===== config.mk =====
export PLATFORM = sky130hd
export DESIGN_NAME = ffba_ctrl
export DESIGN_NICKNAME = d
export VERILOG_FILES = /design/src/hw/rtl/ffba_pkg.sv /design/src/hw/rtl/ffba_ctrl.sv
export SDC_FILE = /design/constraint.sdc
export NUM_CORES = 1
export LEC_CHECK = 0
export BUFFER_PORTS_ARGS = -buffer_cell sky130_fd_sc_hd__buf_2
export CAP_MARGIN = 20
export CORE_ASPECT_RATIO = 0.9
export CORE_MARGIN = 4
export CORE_UTILIZATION = 40
export CTS_CLUSTER_DIAMETER = 50
export DETAILED_ROUTE_END_ITERATION = 10
export GPL_TIMING_DRIVEN = 0
export PLACE_DENSITY_LB_ADDON = 0.3
export SKIP_CTS_REPAIR_TIMING = 1
export SLEW_MARGIN = 10
export SYNTH_ARGS = -nofsm -noshare
export SYNTH_HDL_FRONTEND = slang
export SYNTH_SLANG_ARGS = --single-unit

===== constraint.sdc =====
create_clock -name clk_i -period 2.7 [get_ports clk_i]
set_clock_uncertainty 0.2 [all_clocks]
set_input_delay 0.54 -clock clk_i [delete_from_list [all_inputs] [get_ports clk_i]]
set_output_delay 0.54 -clock clk_i [all_outputs]
set_load 0.02 [all_outputs]

===== src/hw/rtl/ffba_pkg.sv =====
// ---------------------------------------------------------------------------
// ffba_pkg
// Shared types and constants of the first-fit bitmap frame allocator.
// ---------------------------------------------------------------------------
`default_nettype none

package ffba_pkg;

  localparam int FRAME_COUNT_DEF = 65536;
  localparam int WORD_BITS_DEF   = 64;

  localparam int CMD_W      = 2;
  localparam int FRAME_ID_W = 16;
  localparam int START_W    = 16;
  localparam int NUM_W      = 17;
  localparam int REG_W      = 17;
  localparam int CFG_IDX_W  = 2;
  // internal frame arithmetic never needs fewer bits than this
  localparam int FRAME_MIN_W = 18;

  localparam logic [CFG_IDX_W-1:0] CFG_FIRST_FRAME = 2'd0;
  localparam logic [CFG_IDX_W-1:0] CFG_END_FRAME   = 2'd1;

  localparam logic [REG_W-1:0] FIRST_FRAME_RST = 17'd0;
  localparam logic [REG_W-1:0] END_FRAME_RST   = 17'd65536;

  typedef enum logic [CMD_W-1:0] {
    CMD_ALLOC = 2'd0,
    CMD_FREE  = 2'd1,
    CMD_MARK  = 2'd2,
    CMD_NOP   = 2'd3
  } cmd_e;

  // controller to datapath
  typedef struct packed {
    logic clr_wr;
    logic latch_in;
    logic srch_init;
    logic div_start;
    logic srch_load;
    logic rd;
    logic scan;
    logic put_init;
    logic put_load;
    logic put_wr;
    logic pend_fail;
    logic pend_zero;
    logic res_load;
  } dp_cmd_t;

  // datapath to controller
  typedef struct packed {
    cmd_e cmd;
    logic clr_done;
    logic div_done;
    logic scan_ok;
    logic scan_fail;
    logic scan_next;
    logic put_empty;
    logic put_last;
  } dp_st_t;

endpackage

`default_nettype wire


===== src/hw/rtl/ffba_ctrl.sv =====
// ---------------------------------------------------------------------------
// ffba_ctrl
// Allocator sequencer: clearing pass, command dispatch, word-by-word search,
// run write and result hand-off.
// ---------------------------------------------------------------------------
`default_nettype none

module ffba_ctrl (
  input  wire logic               clk_i,
  input  wire logic               rst_ni,
  input  wire logic               in_valid_i,
  output      logic               in_ready_o,
  output      logic               out_valid_o,
  input  wire logic               out_ready_i,
  output      ffba_pkg::dp_cmd_t  cmd_o,
  input  wire ffba_pkg::dp_st_t   st_i
);

  typedef enum logic [9:0] {
    S_CLEAR = 10'b0000000001,
    S_IDLE  = 10'b0000000010,
    S_DISP  = 10'b0000000100,
    S_ADIV  = 10'b0000001000,
    S_ARD   = 10'b0000010000,
    S_ASCAN = 10'b0000100000,
    S_PDIV  = 10'b0001000000,
    S_PRD   = 10'b0010000000,
    S_PWR   = 10'b0100000000,
    S_RESP  = 10'b1000000000
  } state_e;

  state_e state_q, state_d;
  logic   out_valid_q, out_valid_d;

  always_comb begin
    state_d     = state_q;
    cmd_o       = '0;
    out_valid_d = out_valid_q;
    if (out_valid_q && out_ready_i) begin
      out_valid_d = 1'b0;
    end
    unique case (state_q)
      S_CLEAR: begin
        cmd_o.clr_wr = 1'b1;
        if (st_i.clr_done) begin
          state_d = S_IDLE;
        end
      end
      S_IDLE: begin
        if (in_valid_i) begin
          cmd_o.latch_in = 1'b1;
          state_d        = S_DISP;
        end
      end
      S_DISP: begin
        unique case (st_i.cmd)
          ffba_pkg::CMD_ALLOC: begin
            cmd_o.srch_init = 1'b1;
            cmd_o.div_start = 1'b1;
            state_d         = S_ADIV;
          end
          ffba_pkg::CMD_FREE, ffba_pkg::CMD_MARK: begin
            cmd_o.put_init  = 1'b1;
            cmd_o.div_start = 1'b1;
            state_d         = S_PDIV;
          end
          default: begin
            cmd_o.pend_zero = 1'b1;
            state_d         = S_RESP;
          end
        endcase
      end
      S_ADIV: begin
        if (st_i.div_done) begin
          cmd_o.srch_load = 1'b1;
          state_d         = S_ARD;
        end
      end
      S_ARD: begin
        cmd_o.rd = 1'b1;
        state_d  = S_ASCAN;
      end
      S_ASCAN: begin
        cmd_o.scan = 1'b1;
        priority if (st_i.scan_ok) begin
          cmd_o.put_init  = 1'b1;
          cmd_o.div_start = 1'b1;
          state_d         = S_PDIV;
        end else if (st_i.scan_fail) begin
          cmd_o.pend_fail = 1'b1;
          state_d         = S_RESP;
        end else if (st_i.scan_next) begin
          state_d = S_ARD;
        end else begin
          state_d = S_ASCAN;
        end
      end
      S_PDIV: begin
        if (st_i.div_done) begin
          cmd_o.put_load = 1'b1;
          state_d        = st_i.put_empty ? S_RESP : S_PRD;
        end
      end
      S_PRD: begin
        cmd_o.rd = 1'b1;
        state_d  = S_PWR;
      end
      S_PWR: begin
        cmd_o.put_wr = 1'b1;
        state_d      = st_i.put_last ? S_RESP : S_PRD;
      end
      S_RESP: begin
        if (!out_valid_q || out_ready_i) begin
          cmd_o.res_load = 1'b1;
          out_valid_d    = 1'b1;
          state_d        = S_IDLE;
        end
      end
      default: begin
        state_d = S_CLEAR;
      end
    endcase
  end

  always_ff @(posedge clk_i or negedge rst_ni) begin
    if (!rst_ni) begin
      state_q     <= S_CLEAR;
      out_valid_q <= 1'b0;
    end else begin
      state_q     <= state_d;
      out_valid_q <= out_valid_d;
    end
  end

  assign in_ready_o  = (state_q == S_IDLE);
  assign out_valid_o = out_valid_q;

  a_rd_then_use: assert property (@(posedge clk_i) disable iff (!rst_ni)
    cmd_o.rd |=> ((state_q == S_ASCAN) || (state_q == S_PWR)))
    else $error("bitmap read not followed by a scan or a write");

  a_resp_holds: assert property (@(posedge clk_i) disable iff (!rst_ni)
    ((state_q == S_RESP) && out_valid_q && !out_ready_i) |=> (state_q == S_RESP))
    else $error("result overwritten while the previous one is pending");

  a_no_accept_in_clear: assert property (@(posedge clk_i) disable iff (!rst_ni)
    (state_q == S_CLEAR) |=> !cmd_o.latch_in || $past(st_i.clr_done))
    else $error("command taken during the clearing pass");

endmodule

`default_nettype wire


Yosys cells after proc, flatten, opt, wreduce, memory -nomap -nowiden
Index checks and enable logic that the tools add are counted.
{"block": "totals", "reg_bits": 11, "input_bits": 13, "output_inout_bits": 15, "word_cells": 65}
{"block": "classes", "eq_ne": 17, "n_mux": 38, "n_reduce_logical": 8}
{"op": "case mux 10 bit (10 select lines)", "n": 1}
{"op": "2-to-1 mux 10 bit", "n": 9}
{"op": "2-to-1 mux 1 bit", "n": 24}
{"op": "case mux 10 bit (2 select lines)", "n": 1}
{"op": "equality test 10 x 1 -> 1 bit, second input constant", "n": 1}
{"op": "equality test 10 bit, second input constant", "n": 1}
{"op": "equality test 10 x 2 -> 1 bit, second input constant", "n": 1}
{"op": "equality test 10 x 3 -> 1 bit, second input constant", "n": 1}
{"op": "equality test 10 x 4 -> 1 bit, second input constant", "n": 1}
{"op": "equality test 10 x 5 -> 1 bit, second input constant", "n": 1}
{"op": "equality test 10 x 6 -> 1 bit, second input constant", "n": 1}
{"op": "equality test 10 x 7 -> 1 bit, second input constant", "n": 1}
{"op": "equality test 10 x 8 -> 1 bit, second input constant", "n": 1}
{"op": "equality test 10 x 9 -> 1 bit, second input constant", "n": 1}
{"op": "inequality test 2 bit, second input constant", "n": 5}
{"op": "2-to-1 mux 6 bit", "n": 1}
{"op": "AND reduction 5 bit", "n": 1}
{"op": "case mux 1 bit (2 select lines)", "n": 2}
{"op": "OR reduction 2 bit", "n": 2}
{"op": "OR reduction 3 bit", "n": 1}
{"op": "equality test 2 x 1 -> 1 bit, second input constant", "n": 1}
{"op": "equality test 2 bit, second input constant", "n": 1}
{"op": "zero test 2 bit", "n": 1}
{"op": "logical AND 1 bit", "n": 1}
{"op": "2 further kinds", "n": 2}

Longest topological paths before layout
{"block": "logic_depth", "depth_word": 4, "mapped_depth": 9, "depth_no_buf": 7}

Least setup slack after synthesis
OpenSTA, ideal clock, no wires.
{"block": "synth_timing", "path_kind": "register to output", "from": "register state_q[7]", "to": "output port cmd_o[11] (netlist bit)", "t_arrival_ns": 2.363, "required_ns": 1.960, "path_slack_ns": -0.403, "path_stages_with_launch": 6, "path_cell_list": "dfrtp_1 > buf_6 > or4_1 > buf_2 > nor4b_1 > and2_1"}
{"element": "start: declaration", "line": "ffba_ctrl.sv:32", "source": "state_e state_q, state_d;"}
{"element": "start signal: assignment", "line": "ffba_ctrl.sv:130", "source": "state_q <= state_d;"}
{"element": "end: declaration", "line": "ffba_ctrl.sv:15", "source": "output ffba_pkg::dp_cmd_t cmd_o,"}

==> results_dict.tcl <==
set metrics [dict create \
    clkTransAtPathRegs_ns 0.08 \
    drv_slew 0 \
    finalHoldViolations 0 \
    hpwl_um 1570 \
    violations "setup timing" \
    grt_pass1_wl_um 3390 \
    synth_edf_count 0 \
    grt_remaining_overflow 0 \
    row_count 15 \
    grt_use_total 0.151 \
    crit_type "reg -> out" \
    combPwrFrac 0.498 \
    cts-root-buf "clkbuf_4" \
    synth_top_area_share 0.302 \
    grt_start_max_net_pins 12 \
    synth.most_common_cell "dfrtp_1" \
    synth_area_leaders "dfrtp_1, and2_1, or4_1" \
    synth_common_cells "dfrtp_1, inv_1, nor2_1" \
    remaining_drc_errors 0 \
    synth_ff_type "dfrtp_1" \
    start_util 0.428 \
    clock-sinks 11 \
    p_sw_w 0.000286 \
    nets 152 \
    die_h_um 51.2 \
    p_int_w 0.000434 \
    ys_seq_elements 11 \
    synth_cells 91 \
    numPortBuffers 27 \
    setup_viol 9 \
    end_kind "output port" \
    peakVddDrop_mv 0.385 \
    final_layout_size_suffix_gt1_frac 0.515 \
    die_area_sq_mm 0.00286 \
    num_vias 847 \
    clockBufferDepth 2 \
    rsz0062_at_grt "yes" \
    cp.required_ns 1.96 \
    final.setup.tns_ns -0.629 \
    areaGrowthSynthToFinish_pct 52.1 \
    setup_slack_ns -0.174 \
    cts_tree "built" \
    yosysTopAreaCell "dfrtp_1" \
    synth_cell_type_count 39 \
    path_max_fanout 5 \
    synth_area_per_cell_sq_um 9.10 \
    fill_cells 151 \
    worstPathArrival_ns 2.13 \
    synth-async-reset-ratio 1.00 \
    outcome "finished with violations" \
    insertedDiodeCount 0 \
    hold_class "in -> reg" \
    cellPowerDensity_mw_per_mm2 571 \
    ys_seq_area_frac 0.334 \
    p_leak_nw 0.640 \
    synth_nets 106 \
    htree_levels 1 \
    p_clk_frac 0.163 \
    io_pins 28 \
    fin_cells 161 \
    vias_per_cell 5.26 \
    drtAntennaViolNets 0 \
    p_sw_frac 0.397 \
    firstDrtPassIters 4 \
    place_congestion 0.845 \
    wl_per_cell_um 13.8 \
    max_freq_mhz 348 \
    cap_violations 0 \
    post-place-ws_ns -0.0633 \
    post-route-period-util 1.06 \
    worst_setup_path_start_kind "register" \
    clkLatencyLatePin_ns 0.27 \
    core_sq_mm 0.00193 \
    drt-initial-drc-count 21 \
    tightest_slew_ns 0.312 \
    whs_ns 0.262 \
    p_seq_frac 0.339 \
    die_w_um 56.0 \
    synth_warnings 0 \
    fin_crit_ns 2.87 \
    grt_pass1_vias 741 \
    dp_cells 143 \
    routed_wl_um 2230 \
    numCtsBuffers 3 \
    antenna_found_initial 0 \
    relSlewSlack 0.791 \
    syn_area_sq_um 828 \
]
## cell usage in the layout, fill, tap and decap left out, types with 2 or more instances in the layout
cell type,count
nand2b_1,3
a21o_1,2
buf_6,5
nor4b_4,2
and2_1,4
dfrtp_1,5
clkbuf_4,3
nand2_1,3
nor4_1,2
buf_2,18
nor2_1,7
nor2b_1,2
o2bb2ai_1,2
and4b_1,2
and2_4,2
or4_4,3
dfrtp_2,5
or4_1,2
ha_1,2
o22ai_1,2
inv_1,7
nand3b_1,4
a21oi_1,2
buf_4,20
nor4_2,2
## critical path, stage by stage, from the launching register on
cell,delay (ns)
dfrtp_1,0.44
or4_4,0.56
buf_8,0.16
nor2_4,0.08
nand3b_1,0.17
inv_2,0.14
and3_4,0.20
buf_6,0.11
## routing by layer
layer	part of all wire	wire length (um)	track usage	vias to the layer above
li1	-	-	-	423
met1	0.43	967	0.199	393
met2	0.50	1110	0.245	29
met3	0.059	132	0.0404	2
met4	0.0058	13	0.0356	0
met5	0	0	0	-
## final cells by class
cell class                      instances  area (sq um)  area share
Tap cell                               25          31.3      0.0248
Timing Repair Buffer                   43           295       0.234
Multi-Input combinational cell         68           568       0.451
Sequential cell                        11           283       0.224
Buffer                                  2          26.3      0.0209
Clock buffer                            4          26.3      0.0209
Inverter                                8          30.0      0.0238
## cell families (layout without fill, tap and decap cells)
| logic type | Yosys count | count (layout) | synth area share |
|---|---|---|---|
| multiplexers | 1 | 1 | 0.0181 |
| flip-flops | 11 | 11 | 0.334 |
| AO/OA/AOI/OAI | 16 | 16 | 0.157 |
| adder cells (fa/ha/maj) | 2 | 2 | 0.0302 |
| XOR/XNOR | 2 | 2 | 0.0212 |
| buffers and inverters | 12 | 57 | 0.0650 |
| AND/OR/NAND/NOR | 47 | 47 | 0.375 |
## state kept, by name (all words and copies together), names as in the netlist
signal       cells
state_q         10
out_valid_o      1
## worst paths after layout
check,from,endpoint,slack [ns],cells past startpoint
worst max-delay path,state_q[9],cmd_o[2],-0.17,7
worst min-delay path,st_i[2],state_q[5],0.26,2
worst max register to register,state_q[9],state_q[1],0.14,7
worst min register to register,state_q[0],state_q[0],0.37,1
max in group asynchronous,rst_ni,state_q[0],1.58,2
min in group asynchronous,rst_ni,state_q[1],0.46,2
## power groups by stage
stage,sequential (W),combinational (W),clock (W)
final,0.000244,0.000358,0.000117
after global routing,0.000250,0.000393,0.000129
after CTS,0.000220,0.000311,0.000119
after detailed placement,0.000223,0.000310,0
after global placement,0.000222,0.000307,0
after floorplan,0.000217,0.000241,0
## metrics by stage
| step | area, sq um | power [W] | util |
|---|---|---|---|
| after detailed placement | 1010 | 0.000533 | 0.522 |
| after global placement | 1010 | 0.000528 | 0.522 |
| after CTS | 1040 | 0.000650 | 0.536 |
| after floorplan | 843 | 0.000457 | - |
| final | 1260 | 0.000720 | 0.652 |
| after global routing | 1260 | 0.000772 | 0.652 |
No activity file was read; power rests on OpenSTA's default activity.
